<file path="config.mk">
export PLATFORM = sky130hd
export DESIGN_NAME = mpsm_ctrl
export DESIGN_NICKNAME = d
export VERILOG_FILES = /design/src/design/mpsm_pkg.sv /design/src/design/mpsm_ctrl.sv
export VERILOG_INCLUDE_DIRS = /design/src /design/src/design
export SDC_FILE = /design/constraint.sdc
export NUM_CORES = 1
export LEC_CHECK = 0
export BUFFER_PORTS_ARGS = -buffer_cell sky130_fd_sc_hd__buf_2
export CORE_UTILIZATION = 47
export CTS_CLUSTER_SIZE = 40
export DETAILED_ROUTE_END_ITERATION = 12
export PLACE_DENSITY = 0.82
export SYNTH_ARGS = -nofsm -noshare
export SYNTH_HDL_FRONTEND = slang
export SYNTH_SLANG_ARGS = --single-unit
</file>
<file path="constraint.sdc">
create_clock -name clk -period 1.4 [get_ports clk]
set_input_delay 0.14 -clock clk [delete_from_list [all_inputs] [get_ports clk]]
set_output_delay 0.14 -clock clk [all_outputs]
set_load 0.02 [all_outputs]
</file>
<file path="src/design/multi_pattern_string_matcher_defines.svh">
// ----------------------------------------------------------------------------
// Assertion macros for the multi-pattern string matcher
// Shared helpers for concurrent checks in the design files.
// ----------------------------------------------------------------------------
`ifndef MULTI_PATTERN_STRING_MATCHER_DEFINES_SVH
`define MULTI_PATTERN_STRING_MATCHER_DEFINES_SVH

// Implication checked on every clock edge outside reset.
`define MPSM_ASSERT_IMP(label, clk, rst_n, ante, cons, msg) \
    label: assert property (@(posedge clk) disable iff (!rst_n) (ante) |-> (cons)) \
        else $error(msg);

// Next-cycle implication checked outside reset.
`define MPSM_ASSERT_NEXT(label, clk, rst_n, ante, cons, msg) \
    label: assert property (@(posedge clk) disable iff (!rst_n) (ante) |=> (cons)) \
        else $error(msg);

`endif

</file>
<file path="src/design/mpsm_pkg.sv">
// ----------------------------------------------------------------------------
// mpsm_pkg
// Types and constants shared by the matcher controller and datapath.
// ----------------------------------------------------------------------------
`default_nettype none
package mpsm_pkg;
    localparam int MaxNodes  = 1024;
    localparam int Alphabet  = 256;
    localparam int NodeW     = $clog2(MaxNodes);
    localparam int SymW      = $clog2(Alphabet);
    localparam int CountW    = 10;
    localparam int GotoAw    = NodeW + SymW;
    localparam logic [CountW-1:0] CountMax = '1;

    localparam logic [1:0] CMD_PATTERN = 2'd0;
    localparam logic [1:0] CMD_BUILD   = 2'd1;
    localparam logic [1:0] CMD_SCAN    = 2'd2;

    // Datapath operations requested by the controller.
    typedef enum logic [3:0] {
        OP_NONE,
        OP_CLEAR,        // clear one goto row entry at clear address
        OP_INS_RD,       // read goto(insert_cursor, sym)
        OP_INS_WR,       // create node or advance cursor
        OP_BLD_INIT,     // reset queue, push root
        OP_BLD_POP,      // pop node u, sym counter := 0
        OP_BLD_RD,       // read goto(u, sym)
        OP_BLD_CHK,      // inspect child; start failure search
        OP_BLD_FRD,      // read goto(f, sym)
        OP_BLD_FCHK,     // inspect candidate
        OP_BLD_FNEXT,    // f := fail(f)
        OP_SCN_RD,       // read goto(p, sym)
        OP_SCN_CHK,      // decide: take edge or follow link
        OP_SCN_WALK,     // walk match chain one node
        OP_DONE          // latch result
    } op_t;

    typedef struct packed {
        op_t              op;
        logic             load_item;
    } cmd_t;

    typedef struct packed {
        logic clear_last;    // last goto entry is being cleared
        logic edge_zero;     // registered goto read is zero
        logic queue_empty;   // no node left in build queue
        logic sym_last;      // symbol counter at last symbol
        logic u_is_root;     // popped node is root
        logic f_is_root;     // failure search at root
        logic p_is_root;     // scan node is root
        logic walk_stop;     // match chain walk ends here
        logic [1:0] command; // latched command
    } stat_t;
endpackage
`default_nettype wire

</file>
<file path="src/design/mpsm_ctrl.sv">
// ----------------------------------------------------------------------------
// mpsm_ctrl
// Sequencer for insertion, failure-link build and text scan.
// ----------------------------------------------------------------------------
`default_nettype none
`include "multi_pattern_string_matcher_defines.svh"
module mpsm_ctrl (
    input  wire             clk,
    input  wire             rst_n,
    input  wire             s_tvalid,
    output logic            s_tready,
    output logic            m_tvalid,
    input  wire             m_tready,
    output mpsm_pkg::cmd_t  cmd,
    input  mpsm_pkg::stat_t stat
);
    import mpsm_pkg::*;

    localparam logic [3:0] S_CLEAR = 4'd0;
    localparam logic [3:0] S_IDLE  = 4'd1;
    localparam logic [3:0] S_DISP  = 4'd2;
    localparam logic [3:0] S_INSW  = 4'd3;
    localparam logic [3:0] S_POP   = 4'd4;
    localparam logic [3:0] S_BRD   = 4'd5;
    localparam logic [3:0] S_BWAIT = 4'd6;
    localparam logic [3:0] S_BCHK  = 4'd7;
    localparam logic [3:0] S_FRD   = 4'd8;
    localparam logic [3:0] S_FWAIT = 4'd9;
    localparam logic [3:0] S_FCHK  = 4'd10;
    localparam logic [3:0] S_SRD   = 4'd11;
    localparam logic [3:0] S_SCHK  = 4'd12;
    localparam logic [3:0] S_WALK  = 4'd13;
    localparam logic [3:0] S_WWAIT = 4'd14;
    localparam logic [3:0] S_DONE  = 4'd15;

    logic [3:0] state_reg, state_next;
    logic       out_reg, out_next;
    logic       popwait_reg, popwait_next;
    logic       wait_reg, wait_next;
    logic       advance;

    assign s_tready = (state_reg == S_IDLE);
    assign m_tvalid = out_reg;

    always_comb
    begin
        state_next = state_reg;
        out_next = out_reg && !m_tready;
        popwait_next = 1'b0;
        wait_next = 1'b0;
        advance = 1'b0;
        cmd.op = OP_NONE;
        cmd.load_item = 1'b0;
        unique case (state_reg)
            S_CLEAR:
            begin
                cmd.op = OP_CLEAR;
                if (stat.clear_last) state_next = S_IDLE;
            end
            S_IDLE:
            begin
                if (s_tvalid && s_tready) begin
                    cmd.load_item = 1'b1;
                    state_next = S_DISP;
                end
            end
            S_DISP:
            begin
                // Item registered; start the chosen operation.
                unique case (stat.command)
                    CMD_PATTERN: begin cmd.op = OP_INS_RD; state_next = S_INSW; end
                    CMD_BUILD:   begin cmd.op = OP_BLD_INIT; state_next = S_POP; end
                    CMD_SCAN:    begin cmd.op = OP_SCN_RD; state_next = S_SCHK; end
                    default:     state_next = S_DONE;
                endcase
                wait_next = 1'b1;
            end
            S_INSW:
            begin
                cmd.op = OP_INS_WR;
                state_next = S_DONE;
            end
            S_POP:
            begin
                // Queue read data is registered in a wait pass before the pop.
                if (!popwait_reg) begin
                    popwait_next = 1'b1;
                end else if (stat.queue_empty) begin
                    state_next = S_DONE;
                end else begin
                    cmd.op = OP_BLD_POP;
                    state_next = S_BRD;
                end
            end
            S_BRD:
            begin
                cmd.op = OP_BLD_RD;
                state_next = S_BCHK;
            end
            S_BCHK:
            begin
                cmd.op = OP_BLD_CHK;
                if (!stat.edge_zero && !stat.u_is_root) state_next = S_FRD;
                else advance = 1'b1;
            end
            S_FRD:
            begin
                // f_reg holds u (or the last candidate); step to its failure link first.
                if (!wait_reg) begin
                    wait_next = 1'b1;
                end else begin
                    cmd.op = OP_BLD_FNEXT;
                    state_next = S_FWAIT;
                end
            end
            S_FWAIT:
            begin
                cmd.op = OP_BLD_FRD;
                state_next = S_FCHK;
            end
            S_FCHK:
            begin
                cmd.op = OP_BLD_FCHK;
                if (!stat.edge_zero || stat.f_is_root) advance = 1'b1;
                else state_next = S_FRD;
            end
            S_SRD:
            begin
                // Goto and failure reads land in the next cycle.
                cmd.op = OP_SCN_RD;
                wait_next = 1'b1;
                state_next = S_SCHK;
            end
            S_SCHK:
            begin
                if (!wait_reg) begin
                    wait_next = 1'b1;
                end else begin
                    cmd.op = OP_SCN_CHK;
                    if (!stat.edge_zero || stat.p_is_root) state_next = S_WALK;
                    else state_next = S_SRD;
                end
            end
            S_WALK:
            begin
                // Let the registered node store reads return t's marks.
                state_next = S_WWAIT;
            end
            S_WWAIT:
            begin
                cmd.op = OP_SCN_WALK;
                if (stat.walk_stop) state_next = S_DONE;
                else state_next = S_WALK;
            end
            S_DONE:
            begin
                // Hold the new result back while the previous one waits.
                if (!out_reg || m_tready) begin
                    cmd.op = OP_DONE;
                    out_next = 1'b1;
                    state_next = S_IDLE;
                end
            end
            default: state_next = S_CLEAR;
        endcase
        if (advance) begin
            if (stat.sym_last) state_next = S_POP;
            else state_next = S_BRD;
        end
    end

    always_ff @(posedge clk or negedge rst_n)
    begin
        if (!rst_n) begin
            state_reg <= S_CLEAR;
            out_reg <= 1'b0;
            popwait_reg <= 1'b0;
            wait_reg <= 1'b0;
        end else begin
            state_reg <= state_next;
            out_reg <= out_next;
            popwait_reg <= popwait_next;
            wait_reg <= wait_next;
        end
    end

    `MPSM_ASSERT_IMP(a_ready_idle, clk, rst_n, s_tready, state_reg == S_IDLE,
        "input ready outside idle")
    `MPSM_ASSERT_NEXT(a_done_valid, clk, rst_n, state_reg == S_DONE, m_tvalid,
        "result not presented after completion")
    `MPSM_ASSERT_NEXT(a_hold_result, clk, rst_n, m_tvalid && !m_tready, m_tvalid,
        "result withdrawn while stalled")
endmodule
`default_nettype wire

</file>
Word level (Yosys, flattened, before mapping)
Cells that the tools add are included.
{ "word_totals": {"ff_bits": 7, "latchBits": 0, "ramBits": 0, "rom_bits": 0, "inputBits": 14, "output_inout_bits": 7, "elab_cells": 76, "n_memories": 0} }
{ "op_classes": {"addsub": 0, "mul": 0, "n_div": 0, "order_cmp": 0, "eq_ne": 24, "shift": 0, "muxes": 33, "bitwise": 0, "n_reduce_logical": 15} }
{ "op_table": {"columns": ["operator", "count"], "rows": [
  ["4-bit one-hot mux with 15 select lines", 1],
  ["4-bit 2-to-1 mux", 13],
  ["4-bit one-hot mux with 13 select lines", 1],
  ["4-bit == test, second input constant", 8],
  ["4-bit one-hot mux with 3 select lines", 2],
  ["3-bit != test, second input constant", 7],
  ["4-bit by 3-bit == test with 1-bit output, second input constant", 3],
  ["1-bit 2-to-1 mux", 10],
  ["3-bit 2-to-1 mux", 3],
  ["4-bit by 2-bit == test with 1-bit output, second input constant", 2],
  ["8-bit AND reduction", 1],
  ["4-bit by 1-bit == test with 1-bit output, second input constant", 1],
  ["1-bit zero test", 4],
  ["4-bit zero test", 1],
  ["1-bit one-hot mux with 2 select lines", 2],
  ["2-bit OR reduction", 2],
  ["1-bit logical AND", 3],
  ["1-bit logical OR", 3],
  ["3-bit by 1-bit != test with 1-bit output, second input constant", 1],
  ["2-bit by 1-bit == test with 1-bit output, second input constant", 1],
  ["2-bit == test, second input constant", 1],
  ["2-bit zero test", 1],
  ["2-bit 2-to-1 mux", 1]
]} }

Longest topological paths before layout
{ "logic_depth": {"ltp_word": 6, "mapped_depth": 6} }

Worst setup path after synthesis
No wires, ideal clock.
{ "synth_path": {"path_type": "reg-to-output", "from": "register state_reg[1]", "to": "output cmd[0] in the netlist's numbering", "arrival_time_ps": 1599, "required_ps": 1260, "slack_ps": -339, "path_stages_with_launch": 5, "cell_sequence": "dfrtp_1 buf_2 buf_4 nor3_1 and2_1"} }
{ "synth_rtl": {"columns": ["element", "line", "rtl"], "rows": [
  ["from (decl)", "mpsm_ctrl.sv:36", "logic [3:0] state_reg, state_next;"],
  ["from (signal assigned)", "mpsm_ctrl.sv:180", "state_reg <= state_next;"],
  ["to (decl)", "mpsm_ctrl.sv:14", "output mpsm_pkg::cmd_t cmd,"]
]} }

==> results.json <==
{
  "place_worst_setup_slack_ns": -0.297,
  "globalplace.congestion": 0.889,
  "h-tree-depth": 1,
  "maxCapViolCount": 0,
  "final.period_utilization": 1.42,
  "cts_inserted_buffers": 3,
  "post-route-min-period_ns": 1.98,
  "xor_xnor_share_of_the_synthesized_area": 0.0102,
  "numClockSinks": 7,
  "crit_path_max_delay_cell_type": "dfrtp_2",
  "cp_cell_sequence": "buf_4 -> buf_4 -> nor2_2 -> buf_4 -> o21ai_2 -> a31oi_1 -> or2_4 -> buf_6",
  "rsz_0062_raised_after_global_routing": "true",
  "root_cell_of_the_clock_tree": "clkbuf_4",
  "timing_hold_violations_final": 0,
  "synth_simple_gate_area_frac": 0.323,
  "synthesis.yosys.warnings": 0,
  "synth.distinct_cells": 42,
  "drtPass1Iterations": 5,
  "tritoncts": "yes",
  "routed_wirelength_um": 4660,
  "peakVddDrop_mv": 1.75,
  "critical_path_required_time_ns": 1.26,
  "seq_power_share": 0.110,
  "crit_family": "buffers and inverters",
  "slew_violations": 0,
  "comb_power_share": 0.837,
  "cellInternalPower_mw": 2.12,
  "placement.io_buffers": 20,
  "post-synth-top-count-cell": "nand2_1",
  "power.clock.fraction": 0.052,
  "grt_max_degree": 15,
  "synthesis.instances": 111,
  "max_slew_margin": 0.767,
  "post_layout_nonfiller_instances": 201,
  "timing.setup.critical_path_class": "flop to primary output",
  "clk_pin_slew_worst_paths_ns": 0.07,
  "netlist.area_leader.share": 0.203,
  "routedWlPerCell_um": 23.2,
  "final_layout_size_suffix_gt1_frac": 0.608,
  "netlist.top_cell.by_area": "dfrtp_1",
  "worst_setup_path_start_kind": "flop",
  "areaGrowthSynthToFinish_pct": 79.8,
  "cts_buffer_depth": 2,
  "critical_path_buf_inv_count": 4,
  "synthTopCellsByArea": "dfrtp_1, ha_1, nand2b_1",
  "remaining_drc_errors": 0,
  "timing.fmax_mhz": 504,
  "final-setup-viol-count": 12,
  "tightestPinTransition_ns": 0.347,
  "crit_path_max_fanout": 4,
  "antenna_found_initial": 0,
  "failed_checks": "setup timing",
  "ant_nets": 0,
  "synth_compound_area_frac": 0.314,
  "max_ffs_per_register": 4,
  "vias_in_the_first_global_route": 1255,
  "power-per-cell-area_nw_per_um2": 2650,
  "p_leak_nw": 0.701,
  "die_x_um": 44.8,
  "fillers": 80,
  "grt.total_usage": 0.445,
  "critical_path.most_common_cell": "buf_4",
  "p_sw_mw": 1.98,
  "synth_mux_area_frac": 0,
  "post_synth_instance_area_um2": 861,
  "global_route_total_overflow": 0,
  "clkLatencyLatePin_ns": 0.27,
  "async_reset_ff_frac": 1.00,
  "synth.top_cells.by_count": "nand2_1, dfrtp_1, nand2b_1, nor2_1, o21ai_0",
  "top_level_ports": 21,
  "core_region_area_um2": 1730,
  "dp_hpwl_um": 2160,
  "synth-seq-cells": 7,
  "min_path_type": "primary input to flop",
  "start_util": 0.499,
  "power.share.switching": 0.483,
  "nNetsFinal": 196,
  "grt_pass1_wl_um": 6150,
  "synthesis.nets": 130,
  "post-route-util": 0.896,
  "die_area_um2": 2010,
  "report.power.total_mw": 4.10,
  "rows": 15,
  "syn_avg_cell_area_um2": 7.76,
  "insertedDiodeCount": 0,
  "finClkSkew_ns": 0.00714,
  "synth_adder_area_share": 0.0727,
  "detailroute.via_count": 1387,
  "routed_via_density": 6.90,
  "final_worst_path_setup_slack_ns": -0.585,
  "placed_cell_area_um2": 1230,
  "design_area_um2": 1550,
  "synth_ff_type": "dfrtp_1",
  "cpPeakStageDelay_ns": 0.45,
  "arrival_ns": 1.84,
  "status": "finished, violations left",
  "number_of_enable_type_register_cells_in_the_synthesized_netlist": 0,
  "drtIter0Drc": 158,
  "synth.yosys.seq_area_share": 0.203,
  "die_y_um": 44.8,
  "critPathCaptureType": "primary output",
  "combinational_family_with_the_most_area_after_synthesis": "simple AND/OR/NAND/NOR gates",
  "post-place-cells": 183
}
cell type report:
cell class	count	area [µm²]	share of cell area
Timing Repair Buffer	71	553	0.357
Multi-Input combinational cell	91	743	0.480
Clock buffer	3	22.5	0.0146
Clock inverter	1	5.00	0.00323
Tap cell	25	31.3	0.0202
Inverter	3	13.8	0.00889
Sequential cell	7	179	0.116
cells in the final DEF (no fill, tap or decap), types with 4 or more instances in the layout:
master	instances
nand2b_1	6
buf_2	14
buf_4	44
nand2_1	7
a21oi_1	4
nand3_1	4
buf_6	10
ha_1	5
dfrtp_1	4
nor2_1	6
routing by layer:
| layer | part of all wire | vias up | GRT usage | wire length (µm) |
|---|---|---|---|---|
| met4 | 0.11 | 0 | 0.352 | 512 |
| met3 | 0.11 | 68 | 0.176 | 495 |
| met2 | 0.44 | 153 | 0.735 | 2060 |
| li1 | - | 545 | - | - |
| met5 | 0 | - | 0 | 0 |
| met1 | 0.34 | 621 | 0.445 | 1590 |
through the flow:
| step | hold WS, ns | TNS, ns |
|---|---|---|
| 2_1_floorplan | -0.156 | -0.637 |
| 3_3_place_gp | -0.0296 | -1.02 |
| 3_5_place_dp | -0.0188 | -1.41 |
| 4_1_cts | 0.106 | -3.37 |
| 5_1_grt | 0.143 | -4.27 |
| 6_report | 0.140 | -4.27 |
final timing paths:
path / to / slack (ns) / cells past startpoint / startpoint
worst max-delay path: cmd[1] / -0.58 / 8 / state_reg[0]
worst min-delay path: state_reg[0] / 0.14 / 2 / stat[6]
worst max register to register: state_reg[2] / -0.51 / 6 / state_reg[0]
worst min register to register: popwait_reg / 0.62 / 2 / popwait_reg
max in group asynchronous: state_reg[0] / 0.92 / 2 / rst_n
min in group asynchronous: popwait_reg / 0.28 / 2 / rst_n
cell families after synthesis:
group,after synthesis
compound gates,37
xor+xnor,1
fa+ha+maj,5
buf+inv,13
flops,7
simple gates,48
worst register-to-register path, stage by stage, from the launching register on:
cell and delay (ns):
dfrtp_2 0.45, buf_4 0.17, buf_4 0.13, or3b_1 0.38, a211oi_2 0.27, a311o_2 0.24
o311ai_2 0.12
what timing repair did:
item	in CTS	in global routing
hold endpoints to repair	7	0
setup buffers	11	4
pin swaps	17	10
gates cloned	0	0
resized for setup	35	20
hold buffers	1	0
endpoints found under the setup margin	11	11
power by group through the flow:
stage / combinational (mW) / sequential (mW) / clock (mW)
after floorplan: 1.45 / 0.377 / 0
after global placement: 2.14 / 0.416 / 0
after detailed placement: 2.23 / 0.426 / 0
after CTS: 2.87 / 0.415 / 0.194
after global routing: 3.49 / 0.455 / 0.229
final: 3.43 / 0.452 / 0.214
Power figures use the tool's default switching activity.
